**config.mk**
```make
export PLATFORM = sky130hd
export DESIGN_NAME = michael_mic_engine
export DESIGN_NICKNAME = d
export VERILOG_FILES = /design/src/hdl/mmic_pkg.sv /design/src/hdl/mmic_round.sv /design/src/hdl/michael_mic_engine.sv
export SDC_FILE = /design/constraint.sdc
export NUM_CORES = 1
export LEC_CHECK = 0
export BUFFER_PORTS_ARGS = -buffer_cell sky130_fd_sc_hd__buf_4
export CAP_MARGIN = 20
export CORE_ASPECT_RATIO = 0.6
export CORE_UTILIZATION = 50
export DETAILED_ROUTE_END_ITERATION = 8
export PLACE_DENSITY = 0.79
export SYNTH_ARGS = -nofsm -noshare
export SYNTH_HDL_FRONTEND = slang
export SYNTH_SLANG_ARGS = --single-unit
```
**constraint.sdc**
```tcl
create_clock -name clk -period 11.8 [get_ports clk]
set_input_delay 1.18 -clock clk [delete_from_list [all_inputs] [get_ports clk]]
set_output_delay 1.18 -clock clk [all_outputs]
set_load 0.02 [all_outputs]
```
**src/hdl/mmic_pkg.sv**
```systemverilog
`timescale 1ns / 1ps

package mmic_pkg;

	localparam int WORD_W    = 32;
	localparam int ADDR_W    = 48;
	localparam int NUM_SLOTS = 4;
	localparam int SLOT_W    = $clog2(NUM_SLOTS);
	localparam int ROUND_W   = 2;

	localparam logic [7:0] PAD_BYTE = 8'h5a;

	typedef enum logic {
		CMD_START = 1'b0,
		CMD_DATA  = 1'b1
	} cmd_t;

	typedef enum logic [2:0] {
		ST_IDLE = 3'b001,
		ST_RUN  = 3'b010,
		ST_HOLD = 3'b100
	} state_t;

	typedef enum logic [ROUND_W-1:0] {
		RND_ROT17 = 2'd0,
		RND_SWAP  = 2'd1,
		RND_ROT3  = 2'd2,
		RND_ROT30 = 2'd3
	} round_t;

	typedef struct packed {
		logic [WORD_W-1:0] left;
		logic [WORD_W-1:0] right;
	} mic_pair_t;

endpackage

```
**src/hdl/mmic_round.sv**
```systemverilog
`timescale 1ns / 1ps

module mmic_round
	import mmic_pkg::*;
(
	input  mic_pair_t         cur,
	input  logic [WORD_W-1:0] word,
	input  round_t            round,
	output mic_pair_t         nxt
);

	logic [WORD_W-1:0] l_in;
	logic [WORD_W-1:0] mixed;
	logic [WORD_W-1:0] r_new;

	// message word enters before the first round of each block
	assign l_in = (round == RND_ROT17) ? (cur.left ^ word) : cur.left;

	always_comb begin
		case (round)
			RND_ROT17: mixed = {l_in[14:0], l_in[31:15]};
			RND_SWAP:  mixed = {l_in[23:16], l_in[31:24], l_in[7:0], l_in[15:8]};
			RND_ROT3:  mixed = {l_in[28:0], l_in[31:29]};
			RND_ROT30: mixed = {l_in[1:0], l_in[31:2]};
			default:   mixed = l_in;
		endcase
	end

	assign r_new     = cur.right ^ mixed;
	assign nxt.right = r_new;
	assign nxt.left  = l_in + r_new;

endmodule

```
**src/hdl/michael_mic_engine.sv**
```systemverilog
`timescale 1ns / 1ps

// michael mic engine
// input channel: in_valid / in_ready, one item per handshake
//   command start: loads key_left / key_right and mixes the header filler
//   (dest_addr, src_addr, four zero bytes), no result
//   command data: mixes data_word; with last set, pads valid_bytes bytes with
//   0x5a and zeros and gives one result item on mic_left / mic_right
// output channel: out_valid / out_ready, result held in an output register
// timing: one shared block-function round unit, one round per cycle, four
//   rounds per 32-bit word
//   start item: four header words, data item: one word, last item: two words
//   (valid_bytes below four) or three, then the hold state loads the result
//   in_ready is high only while idle, so one item is at work at a time
// a finished result waits in the output register; the next item is accepted
//   meanwhile, and a following last item waits until out_ready frees the slot
// reset clears the mic state words to zero and drops out_valid

module michael_mic_engine
	import mmic_pkg::*;
(
	input  logic              clk,
	input  logic              arst_n,
	input  logic              in_valid,
	output logic              in_ready,
	input  logic              command,
	input  logic [WORD_W-1:0] key_left,
	input  logic [WORD_W-1:0] key_right,
	input  logic [ADDR_W-1:0] dest_addr,
	input  logic [ADDR_W-1:0] src_addr,
	input  logic [WORD_W-1:0] data_word,
	input  logic [2:0]        valid_bytes,
	input  logic              last,
	output logic              out_valid,
	input  logic              out_ready,
	output logic [WORD_W-1:0] mic_left,
	output logic [WORD_W-1:0] mic_right
);

	state_t            state_q;
	mic_pair_t         mic_q;
	mic_pair_t         mic_nxt;
	mic_pair_t         out_q;
	logic              out_valid_q;
	logic [WORD_W-1:0] slot_q [NUM_SLOTS];
	logic [WORD_W-1:0] slot_d [NUM_SLOTS];
	logic [SLOT_W-1:0] slot_idx_q;
	logic [SLOT_W-1:0] slot_last_q;
	logic [SLOT_W-1:0] slot_last_d;
	round_t            round_q;
	logic              emit_q;
	logic              accept;
	logic [WORD_W-1:0] padded;

	assign in_ready  = (state_q == ST_IDLE);
	assign accept    = in_valid && in_ready;
	assign out_valid = out_valid_q;
	assign mic_left  = out_q.left;
	assign mic_right = out_q.right;

	always_comb begin
		case (valid_bytes[1:0])
			2'd0:    padded = {24'h0, PAD_BYTE};
			2'd1:    padded = {16'h0, PAD_BYTE, data_word[7:0]};
			2'd2:    padded = {8'h0, PAD_BYTE, data_word[15:0]};
			2'd3:    padded = {PAD_BYTE, data_word[23:0]};
			default: padded = data_word;
		endcase
	end

	// words to mix for the accepted item
	always_comb begin
		slot_d[0]   = data_word;
		slot_d[1]   = '0;
		slot_d[2]   = '0;
		slot_d[3]   = '0;
		slot_last_d = SLOT_W'(0);
		if (command == CMD_START) begin
			slot_d[0]   = dest_addr[31:0];
			slot_d[1]   = {src_addr[15:0], dest_addr[47:32]};
			slot_d[2]   = src_addr[47:16];
			slot_last_d = SLOT_W'(3);
		end else if (last) begin
			if (valid_bytes[2]) begin
				slot_d[1]   = {24'h0, PAD_BYTE};
				slot_last_d = SLOT_W'(2);
			end else begin
				slot_d[0]   = padded;
				slot_last_d = SLOT_W'(1);
			end
		end
	end

	mmic_round u_round (
		.cur   (mic_q),
		.word  (slot_q[slot_idx_q]),
		.round (round_q),
		.nxt   (mic_nxt)
	);

	always_ff @(posedge clk or negedge arst_n) begin
		if (!arst_n) begin
			state_q     <= ST_IDLE;
			mic_q       <= '0;
			out_valid_q <= 1'b0;
			slot_idx_q  <= '0;
			slot_last_q <= '0;
			round_q     <= RND_ROT17;
			emit_q      <= 1'b0;
		end else begin
			if (out_valid_q && out_ready && state_q != ST_HOLD) begin
				out_valid_q <= 1'b0;
			end
			case (state_q)
				ST_IDLE: begin
					if (accept) begin
						if (command == CMD_START) begin
							mic_q <= '{left: key_left, right: key_right};
						end
						slot_idx_q  <= '0;
						slot_last_q <= slot_last_d;
						round_q     <= RND_ROT17;
						emit_q      <= (command == CMD_DATA) && last;
						state_q     <= ST_RUN;
					end
				end
				ST_RUN: begin
					mic_q   <= mic_nxt;
					round_q <= round_t'(round_q + 1'b1);
					if (round_q == RND_ROT30) begin
						slot_idx_q <= slot_idx_q + 1'b1;
						if (slot_idx_q == slot_last_q) begin
							state_q <= emit_q ? ST_HOLD : ST_IDLE;
						end
					end
				end
				ST_HOLD: begin
					if (!out_valid_q || out_ready) begin
						out_valid_q <= 1'b1;
						state_q     <= ST_IDLE;
					end
				end
				default: begin
					state_q <= ST_IDLE;
				end
			endcase
		end
	end

	always_ff @(posedge clk) begin
		if (accept) begin
			slot_q <= slot_d;
		end
		if (state_q == ST_HOLD && (!out_valid_q || out_ready)) begin
			out_q <= mic_q;
		end
	end

endmodule

```
## Yosys cells after proc, flatten, opt, wreduce, memory -nomap -nowiden

Index checks and enable logic that the tools add are counted.

- Output and inout port bits: 66
- Input port bits: 201
- Word-level logic and storage cells: 80
- Register bits: 235

- Bitwise logic cells: 3
- Add/subtract/negate cells: 3
- Equality and inequality tests: 16
- Order comparisons: 1
- Reduce and logical (&&, ||, !) cells: 15
- Multiplexer cells: 29

Operator list:

| cell | count |
|---|---|
| $mux 64 | 4 |
| $pmux 32 s4 | 2 |
| $mux 32 | 4 |
| $pmux 64 s2 | 1 |
| $bmux 32 s2 | 1 |
| $xor 32x32->32 | 2 |
| $add 32x32->32 | 1 |
| $mux 3 | 5 |
| $mux 2 | 5 |
| $pmux 3 s3 | 1 |
| $eq 2x2->1 const B | 4 |
| $ne 2x2->1 const B | 4 |
| $pmux 2 s2 | 2 |
| $mux 7 | 1 |
| $reduce_and 3->1 | 2 |
| $logic_and 1x1->1 | 5 |
| $add 2x1->2 const B | 2 |
| $eq 2x1->1 const B | 2 |
| $logic_not 2->1 | 2 |
| $reduce_and 2->1 | 2 |
| $reduce_and 4->1 | 1 |
| $eq 3x1->1 const B | 1 |
| $eq 3x2->1 const B | 1 |
| $eq 3x3->1 const B | 1 |
| other kinds (9) | 11 |

## Logic depth before layout (Yosys ltp)

Gate-level depths: netlist of run 1.

- Word-level depth: 10
- Gate-level depth with buffers: 20
- Gate-level depth less buffers: 18

## Modules after synthesis

Synthesis of run 1 repeated with hierarchy kept, for this count alone.

- Cell total of the unflattened synthesis: 1081
- Area, all modules: 13390.3 sq um

Modules (own cells, without submodules):

| module | sequential area each (sq um) | area each (sq um) | cells an instance | instances |
|---|---|---|---|---|
| michael_mic_engine | 6682.7 | 10103.4 | 698 | 1 |
| mmic_round | 0.0 | 3286.9 | 383 | 1 |

## Worst setup path before layout of run 1

Ideal clock, no wire load.

- Kind: input-to-reg
- Start point: input port in_valid
- End point: register slot_idx_q[0]
- Arrival: 4.794 ns
- Stages on the path: 5
- Buffers on the path: 1
- Required time: 11.668 ns
- Setup slack: 6.875 ns
- Setup time: 0.132 ns
- Cell sequence: and2_1 > clkbuf_1 > nor2_1 > o21ai_0 > o31ai_1

- Word-level cells in the longest chain between the ends: 3

Ends and longest elaborated chain:

| item | RTL line | RTL |
|---|---|---|
| start: declaration | michael_mic_engine.sv:24 | `input logic in_valid,` |
| $logic_and 1x1->1 | michael_mic_engine.sv:56 | `assign accept = in_valid && in_ready;` |
| via accept | michael_mic_engine.sv:52 | `logic accept;` |
| $ne 2x1->1 (no line) | -- |  |
| $reduce_and 3->1 (no line) | -- |  |
| end signal: assignment | michael_mic_engine.sv:131 | `slot_idx_q <= slot_idx_q + 1'b1;` |
| end: declaration | michael_mic_engine.sv:47 | `logic [SLOT_W-1:0] slot_idx_q;` |

The timed path passes the listed nets, and every way through them passes these cells.
A chain may end at the register's enable or synchronous reset.

## Final worst setup path of run 1

- Start point: register slot_idx_q[1]
- End point: register mic_q[63] in the netlist's numbering

- Word-level cells in the longest chain between the ends: 10

Ends and longest elaborated chain:

| item | RTL line | RTL |
|---|---|---|
| $not 2->3 (not written as such) * | michael_mic_engine.sv:96 | `.word (slot_q[slot_idx_q]),` |
| $bmux 32 s2 * | michael_mic_engine.sv:96 |  |
| $mux 32 (not written as such) * (2 in a row) | michael_mic_engine.sv:96 |  |
| $xor 32x32->32 * | mmic_round.sv:17 | `assign l_in = (round == RND_ROT17) ? (cur.left ^ word) : cur.left;` |
| $mux 32 * | mmic_round.sv:17 |  |
| $pmux 32 s4 | mmic_round.sv:20 | `case (round)` |
| $xor 32x32->32 | mmic_round.sv:29 | `assign r_new = cur.right ^ mixed;` |
| $add 32x32->32 * | mmic_round.sv:31 | `assign nxt.left = l_in + r_new;` |
| $pmux 64 s2 * | michael_mic_engine.sv:114 | `case (state_q)` |
| end signal: assignment | michael_mic_engine.sv:118 | `mic_q <= '{left: key_left, right: key_right};` |
| end signal: assignment | michael_mic_engine.sv:128 | `mic_q <= mic_nxt;` |
| end: declaration | michael_mic_engine.sv:41 | `mic_pair_t mic_q;` |

Mark *: on every way between the ends. The rest lies on a longest branch, timed or not. The select of a mux whose other input is x is not followed.

==> impl_metrics.env, run 1 <==
export IMPL_status="complete, no violations"
export IMPL_vias=12056
export IMPL_reg2regPathDepth=18
export IMPL_yosysMostFrequentCell="edfxtp_1"
export IMPL_drive_above_1_share_pct=22.2
export IMPL_syn_num_nets=1589
export IMPL_fin_crit_sh_pct=49.2
export IMPL_grt_max_degree=96
export IMPL_cts_max_level=1
export IMPL_path_buf_inv=2
export IMPL_post_cts_setup_buffer_count=0
export IMPL_crit_type="reg2reg"
export IMPL_diodes=0
export IMPL_syn_area_per_cell_um2=10.1
export IMPL_grt_busiest_layer="met1"
export IMPL_cp_arrival_ps=6180
export IMPL_wirelength_um=45000
export IMPL_root_buffer="clkbuf_16"
export IMPL_clock_sinks=235
export IMPL_cp_slowest_stage_delay_ps=710
export IMPL_die_height_um=130
export IMPL_synth_edf_count=160
export IMPL_synth_area_mm2=0.0137
export IMPL_drc=0
export IMPL_initial_core_util_pct=51.4
export IMPL_rsz0062_at_grt="false"
export IMPL_clock_latency_ps=540
export IMPL_critPathTopFamily="compound AO/OA/AOI/OAI gates"
export IMPL_path_cells="buf_4, nor2b_2, buf_4, a2bb2oi_1, o21a_1, or2_1, a222oi_1, a21oi_1, xor2_1, ha_1, a21oi_1, o211ai_1, a311oi_1, nand3_1, a221oi_4, o2111ai_1, xnor2_1, o21ai_1"
export IMPL_worstSetupStartpointType="flop"
export IMPL_worst_pin_slew_ps=1050
export IMPL_cp_slowest_cell="a21oi_1"
export IMPL_path_clk_slew_ps=70
export IMPL_dieWidth_um=216
export IMPL_slew_headroom_pct=29.9
export IMPL_core_mm2=0.0266
export IMPL_area_growth_pct=21.4
export IMPL_grt_usage_pct=31.8
export IMPL_hold_path_class="reg2reg"
export IMPL_grt_pass1_vias=11145
export IMPL_synth_largest_area_cell="edfxtp_1"
export IMPL_pin_count=267
export IMPL_num_rows=46
export IMPL_synthArstFlopShare_pct=31.9
export IMPL_required_ps=12180
export IMPL_holdPathEnd="state_q[2]"
export IMPL_numPortBuffers=266
export IMPL_final_hold_violation_count=0
export IMPL_synth_top_cell_area_share_pct=35.1
export IMPL_cts_resized=0
export IMPL_cts_inserted_buffers=23
export IMPL_synth_flop_cell="edfxtp_1"
export IMPL_avgViaCountPerCell=6.19
export IMPL_min_delay_start="state_q[0]"
export IMPL_gp_congestion=1.00
export IMPL_r2r_end="mic_q[63]"
export IMPL_antenna_found_initial=0
export IMPL_ys_types=78
export IMPL_whs_path_depth=1
export IMPL_cts_tree="built"
export IMPL_rrSetupSlack_ps=6000
export IMPL_clk_path_buf_depth=3
export IMPL_syn_inst=1351
export IMPL_finalSetupViolCount=0
export IMPL_wire_per_inst_um=23.1
export IMPL_critical_path_max_fanout=37
export IMPL_num_nets_final=1810
export IMPL_drtIter0Drc=1814
export IMPL_overflow=0
export IMPL_drt_first_pass_iters=8
export IMPL_grt_pass1_wl_um=67200
export IMPL_yosys_top_cells_area="edfxtp_1, dfrtp_1, o21ai_0, ha_1, nor2b_1"
export IMPL_yosys_top_cells_count="edfxtp_1, o21ai_0, nor2_1"
export IMPL_synth_seq_cells=235
export IMPL_worstSetupEndpointType="flop"
export IMPL_maxSlewViolCount=0
export IMPL_met3_usage_pct=8.53
export IMPL_ant_nets=0
export IMPL_gr_usage_met2_pct=45.9
export IMPL_maxCapViolations=0
export IMPL_yosysSeqAreaShare_pct=48.8
export IMPL_timing_rr_start="slot_idx_q[1]"
export IMPL_finalSetupTns_ps=0
export IMPL_cts_hold_buf=0
export IMPL_dieArea_mm2=0.0281
export IMPL_yosys_warnings=0
export IMPL_met1_usage_pct=47.5
export IMPL_place_detailed_hpwl_um=32900
export IMPL_fin_crit_ps=5800
export IMPL_finalClockSkew_ps=16.8
export IMPL_max_freq_mhz=172
## worst reg2reg max path, delay by kind of cell, from the launching register on
family,cells,cell delay [ps]
AO/OA/AOI/OAI,10,3000
buffers and inverters,2,820
AND/OR/NAND/NOR,3,610
adder cells (fa/ha/maj),1,420
flip-flops,1,410
XOR/XNOR,2,380
## cells in the final DEF, fill, tap and decap left out, types with 6 or more instances in the layout
cell | Yosys | layout
buf_4 | 1 | 282
xnor2_1 | 26 | 26
and2_1 | 9 | 8
mux2i_1 | 37 | 37
a22oi_1 | 25 | 25
o21ai_0 | 126 | 125
o211ai_1 | 13 | 13
o21ai_1 | 13 | 13
inv_1 | 55 | 55
or2_2 | 7 | 7
a41oi_1 | 8 | 8
nor3_1 | 30 | 30
nand2_1 | 81 | 81
clkbuf_16 | 0 | 23
nand2b_1 | 12 | 11
a222oi_1 | 17 | 17
and3_1 | 12 | 11
a21oi_1 | 84 | 84
edfxtp_1 | 160 | 160
o22ai_1 | 6 | 6
a2bb2oi_1 | 28 | 28
nor2_1 | 101 | 100
nor2b_1 | 70 | 69
ha_1 | 36 | 36
a31oi_1 | 17 | 17
xor2_1 | 36 | 36
a32oi_1 | 7 | 7
o2bb2ai_1 | 22 | 22
o21a_1 | 20 | 20
clkbuf_1 | 66 | 7
a21o_1 | 12 | 12
dfrtp_1 | 74 | 73
nand3_1 | 27 | 27
or3_1 | 9 | 9
## worst max-delay path by stage
stage | startpoint | to | slack [ps] | cells after the start
final | slot_idx_q[1] | mic_q[63] | 6000 | 18
after detailed placement | slot_idx_q[1] | mic_q[62] | 6280 | 19
after global routing | slot_idx_q[1] | mic_q[61] | 5750 | 18
after global placement | slot_idx_q[1] | mic_q[63] | 6330 | 18
after CTS | slot_idx_q[1] | mic_q[63] | 6240 | 18
after floorplan | in_valid | slot_idx_q[0] | 6870 | 5
## per-layer routing
layer,up-vias,wire length (µm)
li1,5463,-
met1,5821,20100
met2,706,18700
met3,64,5230
met4,2,925
met5,-,35
## logic make-up after synthesis
| logic type | count (synthesis) | synth area share (%) |
|---|---|---|
| AO/OA/AOI/OAI | 448 | 22.0 |
| XOR/XNOR | 67 | 4.56 |
| adder cells (fa/ha/maj) | 37 | 3.44 |
| buffers and inverters | 143 | 4.50 |
| flip-flops | 235 | 48.8 |
| multiplexers | 38 | 2.79 |
| AND/OR/NAND/NOR | 383 | 13.9 |
## area by class of cell
class	instances	area, µm²
inverter	57	214
sequential	235	6680
clock inverter	10	105
multi-input combinational	973	6420
tap	360	450
clock buffer	32	629
fill	2189	10000
timing repair buffer	282	2120
## state kept, by name (all words and copies together) (netlist names)
register / flops
slot_q: 96
mic_q: 64
mic_left: 32
mic_right: 32
state_q: 3
round_q: 2
slot_idx_q: 2
slot_last_q: 2
emit_q: 1
out_valid: 1
## through the flow
step | utilization, % | setup slack, ps | std cells | area [µm²] | hold slack [ps]
2_1_floorplan | - | 6870 | 1351 | 13700 | 456
3_3_place_gp | 59.6 | 6330 | 1907 | 15900 | 483
3_5_place_dp | 59.6 | 6280 | 1907 | 15900 | 494
4_1_cts | 62.4 | 6240 | 1949 | 16600 | 512
5_1_grt | 62.4 | 5750 | 1949 | 16600 | 536
6_report | 62.4 | 6000 | 1949 | 16600 | 515
Power of run 1 is left out: the tool's default activity adds up to more than one toggle a clock period on the data nets, which glitch-free logic cannot reach.
==> run 2: changes to the inputs <==
==> constraint.sdc (replaced) <==
create_clock -name clk -period 5.4 [get_ports clk]
set_input_delay 0.54 -clock clk [delete_from_list [all_inputs] [get_ports clk]]
set_output_delay 0.54 -clock clk [all_outputs]
set_load 0.02 [all_outputs]
==> run 2 against run 1 <==
Cell count is 0.82% higher. Global-route usage down 0.20 points. Setup slack got worse by 5800 ps. Register-to-register slack lost 5800 ps. Non-clock buffer count is 17 higher.
==> impl_metrics.env, run 2 (same netlist as run 1, synthesis figures left out) <==
export IMPL_rrSetupSlack_ps=200
export IMPL_crit_top_cell="buf_4"
export IMPL_numPortBuffers=266
export IMPL_grt_usage_pct=31.6
export IMPL_overflow=0
export IMPL_worst_pin_slew_ps=1010
export IMPL_core_mm2=0.0266
export IMPL_path_cells="buf_4, buf_4, nand2_1, o311ai_1, buf_4, a22oi_1, o211ai_1, o21ai_1, xnor2_1, ha_1, nand2_1, nor3_1, and2_1, o21ai_0, a311o_1, o31a_1, o21ai_0"
export IMPL_finalSetupTns_ps=0
export IMPL_root_buffer="clkbuf_16"
export IMPL_num_rows=46
export IMPL_slew_headroom_pct=31.7
export IMPL_nFillCells=2152
export IMPL_grt_max_degree=94
export IMPL_cts_hold_buf=0
export IMPL_clock_latency_ps=530
export IMPL_worstSetupStartpointType="flop"
export IMPL_top_register="slot_q"
export IMPL_drt_first_pass_iters=9
export IMPL_rsz0062_at_grt="false"
export IMPL_initial_core_util_pct=51.4
export IMPL_largest_reg_flops=96
export IMPL_cp_slowest_stage_delay_ps=850
export IMPL_maxSlewViolCount=0
export IMPL_drive_above_1_share_pct=23.2
export IMPL_cts_inserted_buffers=23
export IMPL_grt_pass1_wl_um=67000
export IMPL_timing_rr_start="slot_idx_q[0]"
export IMPL_final_cell_mix="buf_4, edfxtp_1, o21ai_0"
export IMPL_grt_pass1_vias=11186
export IMPL_gp_congestion=1.01
export IMPL_required_ps=5830
export IMPL_drc=0
export IMPL_pin_count=267
export IMPL_critical_path_max_fanout=33
export IMPL_cts_resized=0
export IMPL_wirelength_um=44500
export IMPL_cts_tree="built"
export IMPL_num_nets_final=1827
export IMPL_clk_path_buf_depth=3
export IMPL_cp_slowest_cell="o311ai_1"
export IMPL_clock_sinks=235
export IMPL_worst_slack_ps=199
export IMPL_area_growth_pct=22.8
export IMPL_die_height_um=130
export IMPL_dieWidth_um=216
export IMPL_worstSetupEndpointType="flop"
export IMPL_finalSetupViolCount=0
export IMPL_final_hold_violation_count=0
export IMPL_post_cts_setup_buffer_count=0
export IMPL_final_common_cell="buf_4"
export IMPL_maxCapViolations=0
export IMPL_vias=12084
export IMPL_reg2regPathDepth=17
export IMPL_finalClockSkew_ps=16.3
export IMPL_hold_path_class="in2async"
export IMPL_crit_type="reg2reg"
export IMPL_ant_nets=0
export IMPL_place_detailed_hpwl_um=32600
export IMPL_fin_crit_ps=5200
export IMPL_status="complete, no violations"
export IMPL_path_clk_slew_ps=70
export IMPL_antenna_found_initial=0
export IMPL_final_core_util_pct=63.1
export IMPL_max_freq_mhz=192
export IMPL_wire_per_inst_um=22.7
export IMPL_cts_max_level=1
export IMPL_preCtsSetupSlack_ps=419
export IMPL_diodes=0
export IMPL_drtIter0Drc=1694
export IMPL_fin_crit_sh_pct=96.3
export IMPL_avgViaCountPerCell=6.15
export IMPL_cp_arrival_ps=5630
export IMPL_top_regs="slot_q x96, mic_q x64"
export IMPL_r2r_end="mic_q[60]"
export IMPL_dieArea_mm2=0.0281
## run 2: critical path: cells and delay by family (launching register included)
family | cells | cell delay, ps
AOI/OAI and AO/OA | 8 | 2230
xor gates and xnor gates | 1 | 220
adders and majority gates | 1 | 450
buffers and inverters | 3 | 930
DFF | 1 | 340
and+or+nand+nor | 4 | 920
## run 2: per-layer routing
layer | track usage [%] | vias to the layer above | wire, µm
li1 | - | 5499 | -
met4 | 7.88 | 0 | 1040
met5 | 0 | - | 0
met2 | 45.6 | 731 | 18600
met1 | 46.8 | 5766 | 19500
met3 | 8.74 | 88 | 5300
## run 2: how the worst max path moves through the flow
stage                  start            end  slack (ps)  cells after the start
2_1_floorplan     state_q[0]  slot_idx_q[0]         630                      7
3_3_place_gp      round_q[0]      mic_q[61]         500                     19
3_5_place_dp   slot_idx_q[1]      mic_q[62]         420                     18
4_1_cts        slot_idx_q[1]      mic_q[62]         390                     18
5_1_grt        slot_idx_q[1]      mic_q[62]          20                     18
6_report       slot_idx_q[0]      mic_q[60]         200                     17
## run 2: area by class of cell
class | instances | area (µm²) | area share (%)
tap | 360 | 450 | 2.68
clock buffer | 31 | 656 | 3.90
inverter | 57 | 214 | 1.27
clock inverter | 10 | 113 | 0.670
timing repair buffer | 299 | 2270 | 13.5
multi-input combinational | 973 | 6430 | 38.2
sequential | 235 | 6680 | 39.8
## run 2: through the flow
step           hold slack (ps)  cells  cell area (µm²)
6_report                  5.14   1965            16800
5_1_grt                   38.2   1965            16800
4_1_cts                    243   1964            16800
3_5_place_dp               492   1923            16000
3_3_place_gp               490   1923            16000
2_1_floorplan              244   1351            13700
Power of run 2 is left out for the same reason.
